### src/hdl/pfa_pkg.sv
// Shared constants and codes for the page frame allocator.
package pfa_pkg;

  localparam int FRAME_W      = 5;
  localparam int NUM_FRAMES   = 1 << FRAME_W;
  localparam int CNT_W        = FRAME_W + 1;
  localparam int MODE_W       = 3;
  localparam int PROCESS_BITS = 8;
  localparam int VPAGE_BITS   = 16;
  localparam int TIME_W       = 32;

  localparam logic [MODE_W-1:0] MODE_ALLOC = 3'd0;
  localparam logic [MODE_W-1:0] MODE_FORCE = 3'd1;
  localparam logic [MODE_W-1:0] MODE_FREE  = 3'd2;
  localparam logic [MODE_W-1:0] MODE_TEST  = 3'd3;
  localparam logic [MODE_W-1:0] MODE_TOUCH = 3'd4;

endpackage

### src/hdl/page_frame_allocator_lru.sv
// Page frame allocator with lowest-free allocation and LRU forced eviction.
//
// Usage: one request transaction on the input channel (in_valid/in_stall)
// carries a mode, a frame number, an owner and a timestamp. Each request
// produces exactly one result transaction on the output channel
// (out_valid/out_stall).
// Free, test and touch finish in the accept cycle; their result goes from
// the finish state into the output register. Alloc scans the allocation
// bits one frame per cycle and stops at the lowest free frame. Forced
// alloc reads every last-use time through the single read port of the
// timestamp memory, one frame per cycle, then reads the owner memory for
// the victim.
// The block takes one request at a time; in_stall is high from the accept
// until the result has been moved into the output register. A finished
// result waits in the output register while the receiver stalls, and the
// block can accept the next request meanwhile; a second result waits
// inside until the register is taken.
// Reset (rst, synchronous) marks all frames free, forgets all owners and
// reads every last-use time as zero; there is no clearing pass.
module page_frame_allocator_lru (
  input  logic                            clk,
  input  logic                            rst,
  input  logic                            in_valid,
  output logic                            in_stall,
  input  logic [pfa_pkg::MODE_W-1:0]      mode,
  input  logic [pfa_pkg::FRAME_W-1:0]     frame,
  input  logic [pfa_pkg::PROCESS_BITS-1:0] process_id,
  input  logic [pfa_pkg::VPAGE_BITS-1:0]  virtual_page,
  input  logic [pfa_pkg::TIME_W-1:0]      use_time,
  output logic                            out_valid,
  input  logic                            out_stall,
  output logic [pfa_pkg::FRAME_W-1:0]     result_frame,
  output logic                            success,
  output logic                            is_allocated,
  output logic                            evicted_valid,
  output logic [pfa_pkg::PROCESS_BITS-1:0] evicted_process,
  output logic [pfa_pkg::VPAGE_BITS-1:0]  evicted_vpage
);
  import pfa_pkg::*;

  localparam logic [2:0] S_IDLE   = 3'd0;
  localparam logic [2:0] S_ALLOC  = 3'd1;
  localparam logic [2:0] S_LRU    = 3'd2;
  localparam logic [2:0] S_OWNER  = 3'd3;
  localparam logic [2:0] S_EVICT  = 3'd4;
  localparam logic [2:0] S_FINISH = 3'd5;

  logic [2:0]              state;
  logic [CNT_W-1:0]        cnt;
  logic [NUM_FRAMES-1:0]   alloc_bits;
  logic [NUM_FRAMES-1:0]   recorded;
  logic [NUM_FRAMES-1:0]   lu_written;
  logic [PROCESS_BITS-1:0] proc_r;
  logic [VPAGE_BITS-1:0]   vpage_r;
  logic [TIME_W-1:0]       best;
  logic [FRAME_W-1:0]      victim;

  logic [FRAME_W-1:0]      res_frame;
  logic                    res_success;
  logic                    res_alloc;
  logic                    res_ev_valid;
  logic [PROCESS_BITS-1:0] res_ev_proc;
  logic [VPAGE_BITS-1:0]   res_ev_vpage;

  // Owner store and last-use store, one read port each.
  logic [PROCESS_BITS-1:0] own_proc_mem [NUM_FRAMES];
  logic [VPAGE_BITS-1:0]   own_vpage_mem [NUM_FRAMES];
  logic [TIME_W-1:0]       lu_mem [NUM_FRAMES];
  logic [PROCESS_BITS-1:0] own_proc_q;
  logic [VPAGE_BITS-1:0]   own_vpage_q;
  logic [TIME_W-1:0]       lu_q;
  logic                    lu_ok;

  logic                    in_fire;
  logic                    out_load;
  logic [FRAME_W-1:0]      idx;
  logic                    alloc_found;
  logic                    own_we;
  logic [FRAME_W-1:0]      own_waddr;
  logic                    lu_we;
  logic [TIME_W-1:0]       lu_val;

  assign in_stall    = (state != S_IDLE);
  assign in_fire     = in_valid && !in_stall;
  assign out_load    = (state == S_FINISH) && (!out_valid || !out_stall);
  assign idx         = cnt[FRAME_W-1:0];
  assign alloc_found = (state == S_ALLOC) && !alloc_bits[idx];
  assign lu_we       = in_fire && (mode == MODE_TOUCH);
  // A timestamp never written since reset reads as zero.
  assign lu_val      = lu_ok ? lu_q : '0;

  always_comb begin
    own_we    = 1'b0;
    own_waddr = idx;
    if (alloc_found) begin
      own_we = 1'b1;
    end else if (state == S_EVICT) begin
      own_we    = 1'b1;
      own_waddr = victim;
    end
  end

  always_ff @(posedge clk) begin
    if (own_we) begin
      own_proc_mem[own_waddr]  <= proc_r;
      own_vpage_mem[own_waddr] <= vpage_r;
    end
    own_proc_q  <= own_proc_mem[victim];
    own_vpage_q <= own_vpage_mem[victim];
  end

  always_ff @(posedge clk) begin
    if (lu_we) begin
      lu_mem[frame] <= use_time;
    end
    lu_q <= lu_mem[idx];
  end

  always_ff @(posedge clk) begin
    if (rst) begin
      state      <= S_IDLE;
      cnt        <= '0;
      alloc_bits <= '0;
      recorded   <= '0;
      lu_written <= '0;
      lu_ok      <= 1'b0;
      out_valid  <= 1'b0;
    end else begin
      lu_ok <= lu_written[idx];
      if (out_valid && !out_stall && !out_load) begin
        out_valid <= 1'b0;
      end
      case (state)
        S_IDLE: begin
          if (in_fire) begin
            proc_r       <= process_id;
            vpage_r      <= virtual_page;
            cnt          <= '0;
            res_frame    <= '0;
            res_success  <= 1'b1;
            res_alloc    <= 1'b0;
            res_ev_valid <= 1'b0;
            res_ev_proc  <= '0;
            res_ev_vpage <= '0;
            // Every frame number the field can carry is in range.
            case (mode)
              MODE_ALLOC: state <= S_ALLOC;
              MODE_FORCE: state <= S_LRU;
              MODE_FREE: begin
                alloc_bits[frame] <= 1'b0;
                state             <= S_FINISH;
              end
              MODE_TEST: begin
                res_alloc <= alloc_bits[frame];
                state     <= S_FINISH;
              end
              MODE_TOUCH: begin
                lu_written[frame] <= 1'b1;
                state             <= S_FINISH;
              end
              default: state <= S_FINISH;
            endcase
          end
        end
        S_ALLOC: begin
          if (alloc_found) begin
            alloc_bits[idx] <= 1'b1;
            recorded[idx]   <= 1'b1;
            res_frame       <= idx;
            state           <= S_FINISH;
          end else if (cnt == CNT_W'(NUM_FRAMES - 1)) begin
            res_success <= 1'b0;
            state       <= S_FINISH;
          end else begin
            cnt <= cnt + 1'b1;
          end
        end
        S_LRU: begin
          // The read issued last cycle belongs to frame cnt-1.
          if (cnt == CNT_W'(1)) begin
            best   <= lu_val;
            victim <= '0;
          end else if (cnt != '0 && lu_val < best) begin
            best   <= lu_val;
            victim <= FRAME_W'(cnt - 1'b1);
          end
          if (cnt == CNT_W'(NUM_FRAMES)) begin
            state <= S_OWNER;
          end else begin
            cnt <= cnt + 1'b1;
          end
        end
        S_OWNER: begin
          state <= S_EVICT;
        end
        S_EVICT: begin
          res_frame    <= victim;
          res_ev_valid <= recorded[victim];
          if (recorded[victim]) begin
            res_ev_proc  <= own_proc_q;
            res_ev_vpage <= own_vpage_q;
          end
          recorded[victim] <= 1'b1;
          state            <= S_FINISH;
        end
        S_FINISH: begin
          if (out_load) begin
            out_valid       <= 1'b1;
            result_frame    <= res_frame;
            success         <= res_success;
            is_allocated    <= res_alloc;
            evicted_valid   <= res_ev_valid;
            evicted_process <= res_ev_proc;
            evicted_vpage   <= res_ev_vpage;
            state           <= S_IDLE;
          end
        end
        default: state <= S_IDLE;
      endcase
    end
  end

  a_alloc_marks: assert property (@(posedge clk) disable iff (rst)
    alloc_found |=> alloc_bits[$past(idx)] && recorded[$past(idx)])
    else $error("allocated frame not marked");

  a_finish_holds: assert property (@(posedge clk) disable iff (rst)
    (state == S_FINISH && out_valid && out_stall) |=> state == S_FINISH)
    else $error("result left sequencer while output register was full");

  a_scan_bound: assert property (@(posedge clk) disable iff (rst)
    (state == S_LRU || state == S_ALLOC) |-> cnt <= CNT_W'(NUM_FRAMES))
    else $error("scan counter out of range");

  a_evict_order: assert property (@(posedge clk) disable iff (rst)
    (state == S_EVICT) |-> $past(state) == S_OWNER)
    else $error("eviction without owner read");

endmodule

### config.mk
export PLATFORM = sky130hd
export DESIGN_NAME = page_frame_allocator_lru
export DESIGN_NICKNAME = d
export VERILOG_FILES = /design/src/hdl/pfa_pkg.sv /design/src/hdl/page_frame_allocator_lru.sv
export SDC_FILE = /design/constraint.sdc
export NUM_CORES = 2
export LEC_CHECK = 0
export BUFFER_PORTS_ARGS = -buffer_cell sky130_fd_sc_hd__clkbuf_2
export CAP_MARGIN = 5
export CORE_MARGIN = 3
export CORE_UTILIZATION = 49
export CTS_CLUSTER_DIAMETER = 200
export DETAILED_ROUTE_END_ITERATION = 10
export GPL_TIMING_DRIVEN = 0
export HOLD_SLACK_MARGIN = 0.02
export PLACE_DENSITY = 0.68
export SYNTH_ARGS = -nofsm -noshare
export SYNTH_HDL_FRONTEND = slang
export SYNTH_SLANG_ARGS = --single-unit
### constraint.sdc
create_clock -name clk -period 13.6 [get_ports clk]
set_clock_uncertainty 0.2 [all_clocks]
set_input_delay 0 -clock clk [delete_from_list [all_inputs] [get_ports clk]]
set_output_delay 0 -clock clk [all_outputs]
set_load 0.01 [all_outputs]
==> flow_metrics.tcl <==
set metrics [dict create \
    status "complete, but fails checks" \
    failed_checks "capacitance limit, slew limit" \
    grt_pass1_wl_um 319000 \
    path_max_fanout 21 \
    start_kind "flip-flop" \
    setup_viol 0 \
    relSlewSlack_pct -2.42 \
    timing.critical_path.max_delay_family "compound AO/OA/AOI/OAI gates" \
    die_height_um 407 \
    pre_cts_slack_ns 8.77 \
    global_route.overflow_total 0 \
    drt_drc_violations_left 0 \
    hold_violations 0 \
    top_post_synthesis_cells_by_count "edfxtp_1 (1,917), mux4_2 (475), a22oi_1 (228), nor2_1 (183), dfxtp_1 (163)" \
    number_of_buffers_created_by_cts 201 \
    ys_seq_elements 2080 \
    area.growth.synth_to_final_pct 17.5 \
    power_density_nw_per_um2 147 \
    worst_setup_hold_path_clk_slew_ns 0.06 \
    final_max_slew_viol_count 11 \
    synthArstFlopShare_pct 0 \
    wirelength_um 229000 \
    grt_antenna_before_repair 9 \
    cts_buffer_depth 3 \
    synth.top_cell.area_share_pct 73.1 \
    fp-row-count 146 \
    synth.area.top_cells "edfxtp_1 (73%), mux4_2 (14%), dfxtp_1 (4.1%)" \
    layout.core_utilization_pct 58.2 \
    netSwitchingFraction_pct 22.0 \
    synth_cell_type_count 70 \
    core_area_um2 159000 \
    clkLatencyLatePin_ns 0.86 \
    maxCapViolations 1 \
    grt_max_degree 33 \
    route.detailed.vias_per_inst 6.52 \
    max_slew.worst_pin.slew_ns 1.54 \
    p_int_mw 10.6 \
    root_buffer "clkbuf_16" \
    setup.worst_path.class "flip-flop to flip-flop" \
    synth_seq_area_share_pct 77.2 \
    cpPeakStageDelay_ns 0.92 \
    layout_setup_ws_ns 8.36 \
    finish.net_count 4400 \
    numPortBuffers 98 \
    p_leak_nw 28.9 \
    detailroute.via_count 43200 \
    initial_core_util_pct 49.5 \
    pin_count 102 \
    cts.sink_count 2080 \
    power.share.combinational_pct 6.0 \
    dominantRegCellSynth "edfxtp_1" \
    wl_per_cell_um 34.5 \
    dieWidth_um 407 \
    synth.most_common_cell "edfxtp_1" \
    gr-usage-all-layers_pct 27.8 \
    peakVddDrop_v 0.000143 \
    critical-path-slowest-cell "a211oi_1" \
    power.net_switching_mw 2.99 \
    dieArea_um2 166000 \
    fillers 11300 \
    detail-route-antenna-nets 0 \
    pwr-share-clk_pct 41.7 \
    sequentialPowerShare_pct 52.3 \
    grt_setup_unrepaired "no" \
    timing.critical_path.required_ns 13.98 \
    kind_of_capture_point_of_the_worst_setup_path "flip-flop" \
    drive_gt1_share_pct 26.6 \
    series_of_cell_instances_along_the_critical_path "clkbuf_1, and2_1, ha_1, and4_1, o21ai_0, a211oi_1, o21ai_0, a211oi_1, o21ai_4, buf_12" \
    synth_enable_flop_cells 1917 \
    period_minus_slack_ns 5.24 \
    gp_congestion 0.900 \
    cp.buffers_inverters 2 \
    clock_tree_from_tritoncts "done" \
    synth_cells 3784 \
    multi_input_area_um2 17400 \
    dp.final_hpwl_um 142000 \
    hold_path.class "input pin to flip-flop" \
    tns_ns 0 \
    ys_warn_count 0 \
    maxClockFrequency_mhz 191 \
    syn_nets 3887 \
    cts.repair.resized 0 \
    synthesis.area_per_instance_um2 20.8 \
    grt_pass1_vias 41900 \
    drt-pass1-iter-count 8 \
    drt_iter0_markers 7719 \
    ff_latch_area_um2 60800 \
    post-route-period-util_pct 38.6 \
    clock_tree.htree_level_count 4 \
    cp_data_arrival_time_ns 5.63 \
    synth_area_um2 78800 \
    synth_top_area_cell "edfxtp_1" \
]
state kept, by name (all words and copies together), names as in the netlist, 3 cells and up:
| register | cells |
|---|---|
| vpage_r | 16 |
| lu_mem | 1024 |
| lu_written | 32 |
| best | 32 |
| victim | 5 |
| recorded | 32 |
| own_proc_q | 8 |
| res_ev_proc | 8 |
| evicted_process | 8 |
| result_frame | 5 |
| lu_q | 32 |
| res_ev_vpage | 16 |
| res_frame | 5 |
| own_proc_mem | 256 |
| own_vpage_mem | 512 |
| state | 3 |
| proc_r | 8 |
| evicted_vpage | 16 |
| alloc_bits | 32 |
| own_vpage_q | 16 |
| cnt | 6 |
power by group through the flow:
stage	clock network (mW)	logic, mW	registers, mW
global route	5.95	0.857	7.09
detailed placement	0	0.784	7.23
finish	5.66	0.816	7.09
floorplan	0	0.489	7.21
global placement	0	0.741	7.23
CTS	5.69	0.813	7.09
final timing paths:
path	start	slack [ns]	cells past startpoint	to
max	lu_ok$_SDFF_PP0_	8.36	10	best[5]$_DFFE_PP_
min	in_valid	0.11	4	cnt[2]$_SDFFE_PP0P_
max reg2reg	lu_ok$_SDFF_PP0_	8.36	10	best[5]$_DFFE_PP_
min reg2reg	res_ev_vpage[4]$_SDFFCE_PN0P_	0.21	0	evicted_vpage[4]$_DFFE_PP_
final cells by class:
cell class	instances	share of cell area, %
diodes	6	0.0162
plain buffers	209	1.02
clock buffers	273	5.96
clock inverters	111	1.36
inverters	47	0.191
multi-input cells	1448	18.8
flip-flops and latches	2080	65.7
well taps	2146	2.90
repair buffers	310	4.03
per-stage QoR:
| step | area (um2) | instances | hold WS (ns) | power [mW] |
|---|---|---|---|---|
| CTS | 92500 | 6621 | 0.0205 | 13.6 |
| finish | 92600 | 6630 | 0.110 | 13.6 |
| global route | 92500 | 6624 | 0.137 | 13.9 |
| detailed placement | 84700 | 6133 | -0.0214 | 8.01 |
| floorplan | 78800 | 3784 | -0.101 | 7.70 |
| global placement | 82000 | 6028 | -0.0232 | 7.97 |
layout by cell type, fill, tap and decap left out, types with 21 or more instances in the layout:
cell           synthesis  final
nand4_1               78     78
nand2_1               64     64
nand3_1               24     24
edfxtp_1            1917   1917
ha_1                  35     35
dlygate4sd3_1          0    104
nor2_1               183    115
buf_2                 72     72
a22oi_1              228    228
buf_1                 23     23
o21ai_0               44     43
clkbuf_8               0     22
a21oi_2               20     21
o22ai_1               35     35
mux4_2               475    475
inv_1                 46     46
a21oi_1               54     53
clkbuf_1             105    153
clkinv_1               1     27
buf_12                 0     66
clkinv_2               0     43
buf_16                 0     25
and2_1                60     60
clkbuf_16              0    201
nor2_4                 0     66
clkbuf_2               0    100
dfxtp_1              163    163
repair_timing:
action,in CTS,in global routing
setup endpoints to repair,0,0
endpoints found under the hold margin,1240,0
setup buffers,0,0
hold buffers,104,0
tightest hold or removal path: stages:
cell and delay, ns:
dlygate4sd3_1 0.53, clkbuf_2 0.19, a21oi_1 0.23, and2_1 0.17
cell families (layout without fill, tap and decap cells):
logic type,count (synthesis),after routing,synth area share (%)
compound gates,438,438,3.90
flops,2080,2080,77.2
xor+xnor,5,5,0.0556
mux,486,486,13.7
buf+inv,256,950,1.41
other cells,0,6,0
fa+ha+maj,35,35,0.556
simple gates,484,484,3.13
metal layers:
metal / wire length [um] / GRT usage [%]
met5: 13 / 0
met4: 7690 / 9.23
met3: 31200 / 7.55
met2: 102000 / 40.5
met1: 88200 / 41.0
(Power assumes the default switching activity.)
